$ cat src/hsg_div.sv
// Restoring unsigned divider, one quotient bit per cycle.
`default_nettype none
module hsg_div #(
    parameter int W = 40
) (
    input  logic         clk,
    input  logic         rst_n,
    input  logic         start,
    input  logic [W-1:0] num,
    input  logic [W-1:0] den,
    output logic         done,
    output logic [W-1:0] quo
);

    localparam int CW = $clog2(W + 1);

    logic          busy_reg, busy_next;
    logic          done_reg, done_next;
    logic [CW-1:0] cnt_reg, cnt_next;
    logic [W:0]    rem_reg, rem_next;
    logic [W-1:0]  q_reg, q_next;
    logic [W-1:0]  d_reg, d_next;
    logic [W:0]    trial;

    always_ff @(posedge clk or negedge rst_n)
    begin
        if (!rst_n)
        begin
            busy_reg <= 1'b0;
            done_reg <= 1'b0;
            cnt_reg  <= '0;
        end
        else
        begin
            busy_reg <= busy_next;
            done_reg <= done_next;
            cnt_reg  <= cnt_next;
        end
    end

    always_ff @(posedge clk)
    begin
        rem_reg <= rem_next;
        q_reg   <= q_next;
        d_reg   <= d_next;
    end

    always_comb
    begin
        busy_next = busy_reg;
        done_next = done_reg;
        cnt_next  = cnt_reg;
        rem_next  = rem_reg;
        q_next    = q_reg;
        d_next    = d_reg;
        trial     = {rem_reg[W-1:0], q_reg[W-1]};
        if (start)
        begin
            busy_next = 1'b1;
            done_next = 1'b0;
            cnt_next  = CW'(W);
            rem_next  = '0;
            q_next    = num;
            d_next    = den;
        end
        else if (busy_reg)
        begin
            if (trial >= {1'b0, d_reg})
            begin
                rem_next = trial - {1'b0, d_reg};
                q_next   = {q_reg[W-2:0], 1'b1};
            end
            else
            begin
                rem_next = trial;
                q_next   = {q_reg[W-2:0], 1'b0};
            end
            cnt_next = cnt_reg - CW'(1);
            if (cnt_reg == CW'(1))
            begin
                busy_next = 1'b0;
                done_next = 1'b1;
            end
        end
    end

    assign done = done_reg;
    assign quo  = q_reg;

endmodule
`default_nettype wire

$ cat config.mk
export PLATFORM = sky130hd
export DESIGN_NAME = hsg_div
export DESIGN_NICKNAME = d
export VERILOG_FILES = /design/src/hsg_div.sv
export SDC_FILE = /design/constraint.sdc
export NUM_CORES = 1
export LEC_CHECK = 0
export BUFFER_PORTS_ARGS = -buffer_cell sky130_fd_sc_hd__buf_2
export CORE_ASPECT_RATIO = 1.4
export CORE_MARGIN = 2
export CORE_UTILIZATION = 35
export CTS_BUF_LIST = sky130_fd_sc_hd__clkbuf_4 sky130_fd_sc_hd__clkbuf_8
export CTS_CLUSTER_SIZE = 14
export DETAILED_ROUTE_END_ITERATION = 12
export PLACE_DENSITY = 0.59
export SLEW_MARGIN = 10
export SYNTH_ARGS = -nofsm -noshare
export SYNTH_HDL_FRONTEND = slang
export SYNTH_SLANG_ARGS = --single-unit
export TNS_END_PERCENT = 1
$ cat constraint.sdc
create_clock -name clk -period 6.6 [get_ports clk]
set_clock_uncertainty 0.1 [all_clocks]
set_input_delay 0.66 -clock clk [delete_from_list [all_inputs] [get_ports clk]]
set_output_delay 0.66 -clock clk [all_outputs]
set_load 0.1 [all_outputs]
==> results of run 1 <==
[worst max path at each step]
stage                  to  slack [ps]  cells after the start
2_1_floorplan  rem_reg[6]        3030                     12
3_3_place_gp   rem_reg[6]        2700                     13
3_5_place_dp   rem_reg[6]        2640                     13
4_1_cts        rem_reg[6]        2600                     13
5_1_grt        rem_reg[6]        2260                     13
6_report       rem_reg[6]        2660                     13
[layout by cell type, fill, tap and decap left out, types with 14 or more instances in the layout]
cell type	synthesis	routed
a211oi_1	14	14
a21o_1	18	18
a21oi_1	52	52
a311oi_1	22	22
buf_2	1	122
clkbuf_8	0	17
dfxtp_1	40	40
edfxtp_1	80	80
ha_1	42	42
inv_1	55	55
mux2_2	40	40
nand2_1	71	71
nand3_1	14	14
nor2_1	59	59
o21ai_0	26	26
xnor2_1	22	22
[cell type report]
| cell class | count | area [µm²] | share of cell area, % |
|---|---|---|---|
| flip-flops and latches | 128 | 3400 | 39.5 |
| well taps | 256 | 320 | 3.72 |
| multi-input cells | 521 | 3620 | 42.1 |
| repair buffers | 128 | 658 | 7.64 |
| clock buffers | 17 | 234 | 2.72 |
| inverters | 56 | 210 | 2.44 |
| clock inverters | 15 | 166 | 1.93 |
[power groups by stage]
stage	clock, µW	sequential [µW]	combinational (µW)
finish	691	939	437
CTS	720	941	440
detailed placement	0	958	438
floorplan	0	1150	156
global route	741	948	466
global placement	0	957	436
[stage by stage]
step | instances | utilization, % | hold WS (ps) | total power, µW | cell area, µm²
global route | 1121 | 41.8 | 244 | 2150 | 8620
CTS | 1121 | 41.8 | 227 | 2100 | 8620
detailed placement | 1088 | 39.8 | 382 | 1400 | 8210
global placement | 1088 | 39.8 | 382 | 1390 | 8210
floorplan | 746 | - | 264 | 1300 | 7390
finish | 1121 | 41.8 | 266 | 2070 | 8620
[worst reg2reg max path: cells and delay by family (launching register included)]
family          cells  cell delay (ps)
fa+ha+maj           1              370
simple gates        2              590
flops               1              330
buf+inv             3              910
compound gates      7             1550
[cells by family (layout without fill, tap and decap cells)]
| logic type | count (synthesis) | in the layout | share of synthesized area (%) |
|---|---|---|---|
| multiplexers | 48 | 48 | 7.17 |
| AO/OA/AOI/OAI | 193 | 193 | 17.8 |
| adder cells (fa/ha/maj) | 43 | 43 | 7.38 |
| flip-flops | 128 | 128 | 46.0 |
| XOR/XNOR | 35 | 35 | 4.15 |
| buffers and inverters | 97 | 216 | 4.97 |
| AND/OR/NAND/NOR | 202 | 202 | 12.5 |
[routing by layer]
layer | track usage, % | vias up
met4 | 5.86 | 0
met3 | 3.15 | 13
met2 | 27.8 | 87
met5 | 0 | -
li1 | - | 2927
met1 | 17.9 | 2714
==> impl_metrics.tcl, run 1 <==
set metrics [dict create \
    dpl_worst_slack_ps 2640 \
    crit_fanout 46 \
    synth_edf_count 80 \
    hold_class "in -> reg" \
    min_period_ps 3940 \
    first_global_vias 5716 \
    finalSetupViolCount 0 \
    viasPerCell 5.12 \
    diodes 0 \
    crit_type "reg -> reg" \
    drt-total-wl_um 16900 \
    cts_buffers 17 \
    hold_depth 1 \
    post_cts_resized 0 \
    fin_nets 978 \
    synth_seq_cells 128 \
    start_util_pct 35.8 \
    worst_pin_slew_ps 983 \
    slowest_delay_ps 470 \
    cts_hold_buf 1 \
    startpoint "d_reg[5]" \
    drtIter0Drc 256 \
    core_um2 20600 \
    startpoint_type "flop" \
    worstHoldStart "den[32]" \
    netlist_top_cells_area "edfxtp_1 32%, dfxtp_1 11%, ha_1 7.1%" \
    path_buf_inv 3 \
    h-tree-depth 4 \
    finalSetupTns_ps 0 \
    cts_setup_buffers 0 \
    met1_length_um 7250 \
    seqPwrFrac_pct 45.4 \
    cp_top_family "compound AO/OA/AOI/OAI gates" \
    p_per_area_nw_per_um2 240 \
    clock_sinks 128 \
    route.met2.wl_um 8980 \
    firstDrtPassIters 4 \
    cts-root-buf "clkbuf_8" \
    p_sw_share_pct 34.9 \
    netlist_area_um2 7390 \
    finalWeightedCongestion 0.812 \
    p_int_uw 1350 \
    num_rows 62 \
    route.detailed.drc 0 \
    synthTopCellsByCount "80 x edfxtp_1, 71 x nand2_1, 59 x nor2_1, 55 x inv_1, 52 x a21oi_1" \
    max_slew_margin_pct 34.4 \
    ys_seq_area_share_pct 46.0 \
    yosysTopAreaCellShare_pct 32.5 \
    grt_max_degree 91 \
    comb_power_share_pct 21.1 \
    die_w_um 127 \
    crit_chain "inv_1 > ha_1 > nand3_1 > a211oi_2 > o2111ai_1 > a31oi_2 > a21oi_1 > a21o_1 > a21oi_4 > buf_4 > inv_2 > or3b_1 > a311oi_1" \
    p_clk_share_pct 33.4 \
    ys_types 60 \
    cp.required_ps 6870 \
    fmax_ghz 0.254 \
    maxUsedRoutingLayer "met4" \
    ir_drop_mv 0.184 \
    worstHoldEndpoint "d_reg[32]" \
    dieArea_um2 22300 \
    timing.rr.end "rem_reg[6]" \
    overflow 0 \
    rsz0062_at_grt "no" \
    maxCapViolCount 0 \
    crit_path_end_kind "flop" \
    async_reset_ff_share_pct 6.25 \
    dr_wl_met3_um 461 \
    vias 5741 \
    antenna_found_initial 0 \
    synth_area_leader_cell "edfxtp_1" \
    drv_slew 0 \
    post-route-period-util_pct 59.7 \
    clkTransAtPathRegs_ps 90 \
    placement.io_buffers 123 \
    die_h_um 176 \
    synth_top_flop_cell "edfxtp_1" \
    rr_worst_depth 13 \
    grt_pass1_wl_um 27700 \
    layout-drive-gt1-share_pct 24.4 \
    p_leak_uw 0.00366 \
    hold_viol_final 0 \
    clockBufferDepth 2 \
    wl_per_cell_um 15.1 \
    syn_area_per_cell_um2 9.91 \
    r2r_slack_ps 2660 \
    synthCells 746 \
    track_usage_pct 15.4 \
    crit_path_top_delay_cell "buf_4" \
    setup_ws_ps 2660 \
    status "finished, final reports clean" \
    switchingPower_uw 722 \
    synth_fp_nets 872 \
    dpl.hpwl_um 12000 \
    clk_latency_ps 460 \
    yosys.cell_count.top_type "edfxtp_1" \
    areaGrowthSynthToFinish_pct 16.5 \
    yosysWarnings 0 \
    fillers 2103 \
    crit_arrival_ps 4210 \
    io_pins 124 \
    worstReg2RegStart "d_reg[5]" \
    final_antenna_net_count 0 \
    cts_tree "built" \
]
Note: power is estimated with default switching activity, not from simulation.
==> inputs of run 2 (changes only) <==
==> constraint.sdc (replaced) <==
create_clock -name clk -period 4.1 [get_ports clk]
set_clock_uncertainty 0.1 [all_clocks]
set_input_delay 0.41 -clock clk [delete_from_list [all_inputs] [get_ports clk]]
set_output_delay 0.41 -clock clk [all_outputs]
set_load 0.1 [all_outputs]
==> run 2 against run 1 <==
  * Design area rose by 4.5%
  * Flip-flop and latch count stayed put
  * Sequential share of layout area decreased by 1.7 points
==> impl_metrics.tcl, run 2 (synthesized netlist as in run 1, its figures left out) <==
set metrics [dict create \
    dpl_worst_slack_ps 580 \
    diodes 0 \
    setup_ws_ps 544 \
    fin_nets 1014 \
    clk_latency_ps 460 \
    h-tree-depth 4 \
    p_int_uw 2360 \
    post-route-period-util_pct 86.7 \
    hold_viol_final 0 \
    p_leak_uw 0.00384 \
    layout-drive-gt1-share_pct 23.3 \
    worstReg2RegStart "d_reg[12]" \
    overflow 0 \
    rsz0062_at_grt "no" \
    p_per_area_nw_per_um2 380 \
    grt.met1_usage_pct 18.6 \
    maxCapViolCount 0 \
    min_period_ps 3560 \
    hold_class "in -> reg" \
    crit_type "reg -> reg" \
    max_slew_margin_pct 35.3 \
    drtIter0Drc 295 \
    ir_drop_mv 0.273 \
    num_rows 62 \
    crit_path_end_kind "flop" \
    r2r_slack_ps 540 \
    p_clk_share_pct 34.5 \
    die_w_um 127 \
    final_antenna_net_count 0 \
    vias 5888 \
    dpl.hpwl_um 12200 \
    startpoint_type "flop" \
    crit_arrival_ps 3830 \
    cts_buffers 17 \
    top_usage_layer "met2" \
    finalSetupViolCount 0 \
    areaGrowthSynthToFinish_pct 21.8 \
    wl_per_cell_um 14.9 \
    io_pins 124 \
    start_util_pct 35.8 \
    cts-root-buf "clkbuf_8" \
    rr_worst_depth 12 \
    multi_input_area_um2 3620 \
    route.detailed.drc 0 \
    finalPower_uw 3420 \
    clockBufferDepth 2 \
    die_h_um 176 \
    cts_tree "built" \
    worstHoldStart "den[31]" \
    p_sw_share_pct 31.2 \
    finalSetupTns_ps 0 \
    layout_common_cells "122 x buf_2, 80 x edfxtp_1, 71 x nand2_1" \
    first_global_vias 5994 \
    core_um2 20600 \
    status "finished, final reports clean" \
    comb_power_share_pct 21.3 \
    finalWeightedCongestion 0.863 \
    grt_util_met3_pct 3.42 \
    track_usage_pct 16.0 \
    worst_pin_slew_ps 971 \
    switchingPower_uw 1070 \
    antenna_found_initial 0 \
    startpoint "d_reg[12]" \
    crit_fanout 8 \
    placement.io_buffers 123 \
    fmax_ghz 0.281 \
    worstHoldEndpoint "d_reg[31]" \
    drt-total-wl_um 17200 \
    met2_usage_pct 28.6 \
    fillers 2040 \
    grt_max_degree 85 \
    clock_sinks 128 \
    dieArea_um2 22300 \
    timing.rr.end "rem_reg[39]" \
    viasPerCell 5.09 \
    clkTransAtPathRegs_ps 80 \
    firstDrtPassIters 6 \
    drv_slew 0 \
    cp.required_ps 4380 \
    hold_depth 1 \
    regArea_um2 3400 \
    seqPwrFrac_pct 44.2 \
    layout_commonest_cell "buf_2" \
    grt_pass1_wl_um 28500 \
]
==> run 2: cell type report <==
class                           instances  share of cell area, %
Sequential cell                       128                   37.8
Timing Repair Buffer                  164                   11.4
Inverter                               56                   2.33
Multi-Input combinational cell        521                   40.2
Clock buffer                           20                   2.85
Tap cell                              256                   3.56
Clock inverter                         12                   1.85
==> run 2: power groups by stage <==
stage               registers (µW)  clock network, µW  logic (µW)
detailed placement            1540                  0         706
global route                  1530               1270         780
floorplan                     1850                  0         252
global placement              1540                  0         703
CTS                           1520               1220         734
finish                        1510               1180         730
==> run 2: worst max path at each step <==
stage | to | slack (ps)
after floorplan | rem_reg[6] | 530
after global placement | rem_reg[39] | 670
after detailed placement | rem_reg[39] | 580
after CTS | rem_reg[39] | 550
after global routing | rem_reg[39] | 310
final | rem_reg[39] | 540
==> run 2: critical path: stages, from the launching register on <==
cell and delay (ps):
edfxtp_1 320, inv_1 40, ha_1 370, a21o_1 240
a211o_1 310, a2111oi_2 310, or3_1 190, a31oi_1 90
o31ai_1 510, nor4_1 90, o31ai_1 270, mux2_2 370
a311oi_1 260
==> run 2: repair_timing <==
item,CTS,global route
hold endpoints to repair,41,0
hold buffers,34,0
gates resized for setup,0,0
setup buffers,0,0
==> run 2: per-stage QoR <==
stage | cell area [µm²] | cells | util (%) | hold WS, ps
floorplan | 7390 | 746 | - | 14.4
global placement | 8240 | 1091 | 39.9 | 163
detailed placement | 8240 | 1091 | 39.9 | 161
CTS | 9000 | 1157 | 43.6 | 0.522
global route | 9000 | 1157 | 43.6 | 4.69
finish | 9000 | 1157 | 43.6 | 30.4
==> run 2: layer usage <==
metal,share of wire (%),wire (µm)
met1,42,7320
met5,0,0
met4,2.2,374
met2,52,8910
met3,3.7,630
==> inputs of run 3 (changes only) <==
--- a/config.mk
+++ b/config.mk
@@ -5,6 +5,7 @@
 export SDC_FILE = /design/constraint.sdc
 export NUM_CORES = 1
 export LEC_CHECK = 0
+export ABC_AREA = 1
 export BUFFER_PORTS_ARGS = -buffer_cell sky130_fd_sc_hd__buf_2
 export CORE_ASPECT_RATIO = 1.4
 export CORE_MARGIN = 2
@@ -12,7 +13,7 @@
 export CTS_BUF_LIST = sky130_fd_sc_hd__clkbuf_4 sky130_fd_sc_hd__clkbuf_8
 export CTS_CLUSTER_SIZE = 14
 export DETAILED_ROUTE_END_ITERATION = 12
-export PLACE_DENSITY = 0.59
+export PLACE_DENSITY = 0.58
 export SLEW_MARGIN = 10
 export SYNTH_ARGS = -nofsm -noshare
 export SYNTH_HDL_FRONTEND = slang
==> run 3 against run 2 <==
  * Hold slack gained 81 ps
  * Critical endpoint is now rem_reg[35]
  * Wire length grew 33%
  * Largest cell class unchanged
  * Design area grew 14%
  * Highest routed layer unchanged
==> impl_metrics.tcl, run 3 <==
set metrics [dict create \
    grt_pass1_wl_um 38300 \
    yosys.cell_count.top_type "nand2_1" \
    ir_drop_mv 0.242 \
    seqPwrFrac_pct 30.7 \
    p_sw_share_pct 45.8 \
    crit_path_top_delay_cell "nand2_4" \
    hold_class "in -> reg" \
    max_slew_margin_pct 39.6 \
    grt_max_degree 47 \
    placement.io_buffers 123 \
    switchingPower_uw 2580 \
    p_clk_share_pct 19.0 \
    firstDrtPassIters 5 \
    maxCapViolCount 0 \
    dpl.hpwl_um 17400 \
    startpoint_type "flop" \
    cts_tree "built" \
    ys_seq_area_share_pct 39.8 \
    crit_chain "inv_1 > ha_1 > nand2_1 > nor2_2 > nand3_1 > nand3_2 > nand2_1 > nand3_2 > nand2_4 > nand2_4 > nand3_1 > nand2_1 > nand2_1" \
    yosysWarnings 0 \
    hold_depth 3 \
    die_w_um 136 \
    layout_common_cells "514 x nand2_1, 214 x inv_1, 122 x buf_2" \
    areaGrowthSynthToFinish_pct 19.5 \
    cts_buffers 17 \
    drv_slew 0 \
    rr_worst_depth 13 \
    worstReg2RegStart "d_reg[7]" \
    dieArea_um2 25700 \
    vias 7887 \
    placed_area_um2 9440 \
    p_leak_uw 0.00549 \
    layout_commonest_cell "nand2_1" \
    viasPerCell 4.58 \
    drtIter0Drc 415 \
    clockBufferDepth 2 \
    comb_power_share_pct 50.3 \
    core_um2 24000 \
    synth_fp_nets 1367 \
    rsz0062_at_grt "no" \
    cts_setup_buffers 0 \
    p_per_area_nw_per_um2 551 \
    diodes 0 \
    wl_per_cell_um 13.3 \
    crit_fanout 42 \
    clock_sinks 128 \
    finalSetupViolCount 0 \
    overflow 0 \
    synth_top_flop_cell "edfxtp_1" \
    hold_viol_final 0 \
    ys_types 37 \
    drt-total-wl_um 22900 \
    clkTransAtPathRegs_ps 90 \
    timing.rr.end "rem_reg[35]" \
    crit_type "reg -> reg" \
    syn_area_per_cell_um2 6.90 \
    antenna_found_initial 0 \
    worst_pin_slew_ps 904 \
    clk_latency_ps 460 \
    die_h_um 189 \
    worstHoldStart "num[33]" \
    cts-root-buf "clkbuf_8" \
    synthTopCellsByCount "514 x nand2_1, 215 x inv_1, 88 x nand3_1, 80 x edfxtp_1, 70 x nor2_1" \
    crit_top_cell "nand2_1" \
    fillers 2602 \
    start_util_pct 35.7 \
    yosysTopAreaCellShare_pct 28.1 \
    crit_arrival_ps 3250 \
    status "finished, final reports clean" \
    min_period_ps 3000 \
    track_usage_pct 18.8 \
    worstHoldEndpoint "quo[33]" \
    async_reset_ff_share_pct 6.25 \
    num_rows 67 \
    fmax_ghz 0.333 \
    netlist_top_cells_area "edfxtp_1 28%, nand2_1 23%, inv_1 9.4%" \
    fin_nets 1526 \
    io_pins 124 \
    synth_area_leader_cell "edfxtp_1" \
    h-tree-depth 4 \
    p_int_uw 3050 \
    finalSetupTns_ps 0 \
    synth_edf_count 80 \
    netlist_area_um2 8560 \
    synthCells 1241 \
    r2r_slack_ps 1100 \
    layout-drive-gt1-share_pct 13.3 \
    slowest_delay_ps 520 \
    fin_area_um2 10200 \
    crit_path_end_kind "flop" \
    synth_seq_cells 128 \
    finalWeightedCongestion 0.943 \
    first_global_vias 8040 \
    cp.required_ps 4350 \
    route.detailed.drc 0 \
    post-route-period-util_pct 73.3 \
    final_antenna_net_count 0 \
]
[run 3: changes by cell type in the layout (fill, tap and decap cells not counted), sizes merged, moves of 20 or more]
cell    before  now
inv         56  224
nor2        59   79
a21oi       53   29
a311oi      22    0
nand2       71  517
mux2        40    0
nand3       14   96
[run 3: kinds of logic (layout without fill, tap and decap cells)]
group,after synthesis,count (layout),synth area share [%]
AND/OR/NAND/NOR,726,726,35.5
flip-flops,128,128,39.8
AO/OA/AOI/OAI,68,68,4.33
XOR/XNOR,22,22,2.25
adder cells (fa/ha/maj),43,43,6.38
buffers and inverters,254,426,11.8
[run 3: critical path: cells and delay by family (launching register included)]
| kind | cells | cell delay [ps] |
|---|---|---|
| simple gates | 11 | 2010 |
| fa+ha+maj | 1 | 360 |
| flops | 1 | 340 |
| buf+inv | 1 | 40 |
[run 3: how the worst max path moves through the flow]
stage	start	slack, ps	to
finish	d_reg[7]	1100	rem_reg[35]
global route	d_reg[7]	910	rem_reg[7]
CTS	d_reg[7]	1080	rem_reg[35]
detailed placement	d_reg[7]	1120	rem_reg[33]
global placement	d_reg[7]	1120	rem_reg[38]
floorplan	quo[39]	1360	rem_reg[16]
[run 3: power groups by stage]
stage	Clock (µW)	Combinational (µW)	Sequential (µW)
final	1070	2830	1730
after global routing	1170	3200	1760
after CTS	1120	2850	1730
after detailed placement	0	2810	1750
after global placement	0	2800	1750
after floorplan	0	1960	2030
[run 3: stage by stage]
stage | total power, µW | std cells | hold WS [ps] | util [%] | setup slack [ps]
final | 5630 | 1723 | 111 | 42.6 | 1100
after global routing | 6140 | 1723 | 86.8 | 42.6 | 905
after floorplan | 3990 | 1241 | 14.4 | - | 1360
after CTS | 5700 | 1723 | 60.2 | 42.6 | 1080
after detailed placement | 4560 | 1650 | 170 | 39.4 | 1120
after global placement | 4550 | 1650 | 168 | 39.4 | 1120
[run 3: timing repair]
item,in CTS,in global routing
hold buffers,41,0
endpoints found under the hold margin,48,0
resized for setup,0,0
[run 3: final cells by class]
cell class	count	area (µm²)	area share, %
well taps	310	388	3.79
clock buffers	18	248	2.42
repair buffers	169	1070	10.4
flip-flops and latches	128	3400	33.3
inverters	225	845	8.26
multi-input cells	859	4150	40.6
clock inverters	14	129	1.26
[run 3: metal layers]
metal	vias to the layer above	part of all wire (%)	GRT usage, %
met1	3494	41	20.8
met4	0	4.1	8.73
li1	4151	-	-
met2	186	50	33.6
met3	56	4.6	4.47
met5	-	0	0
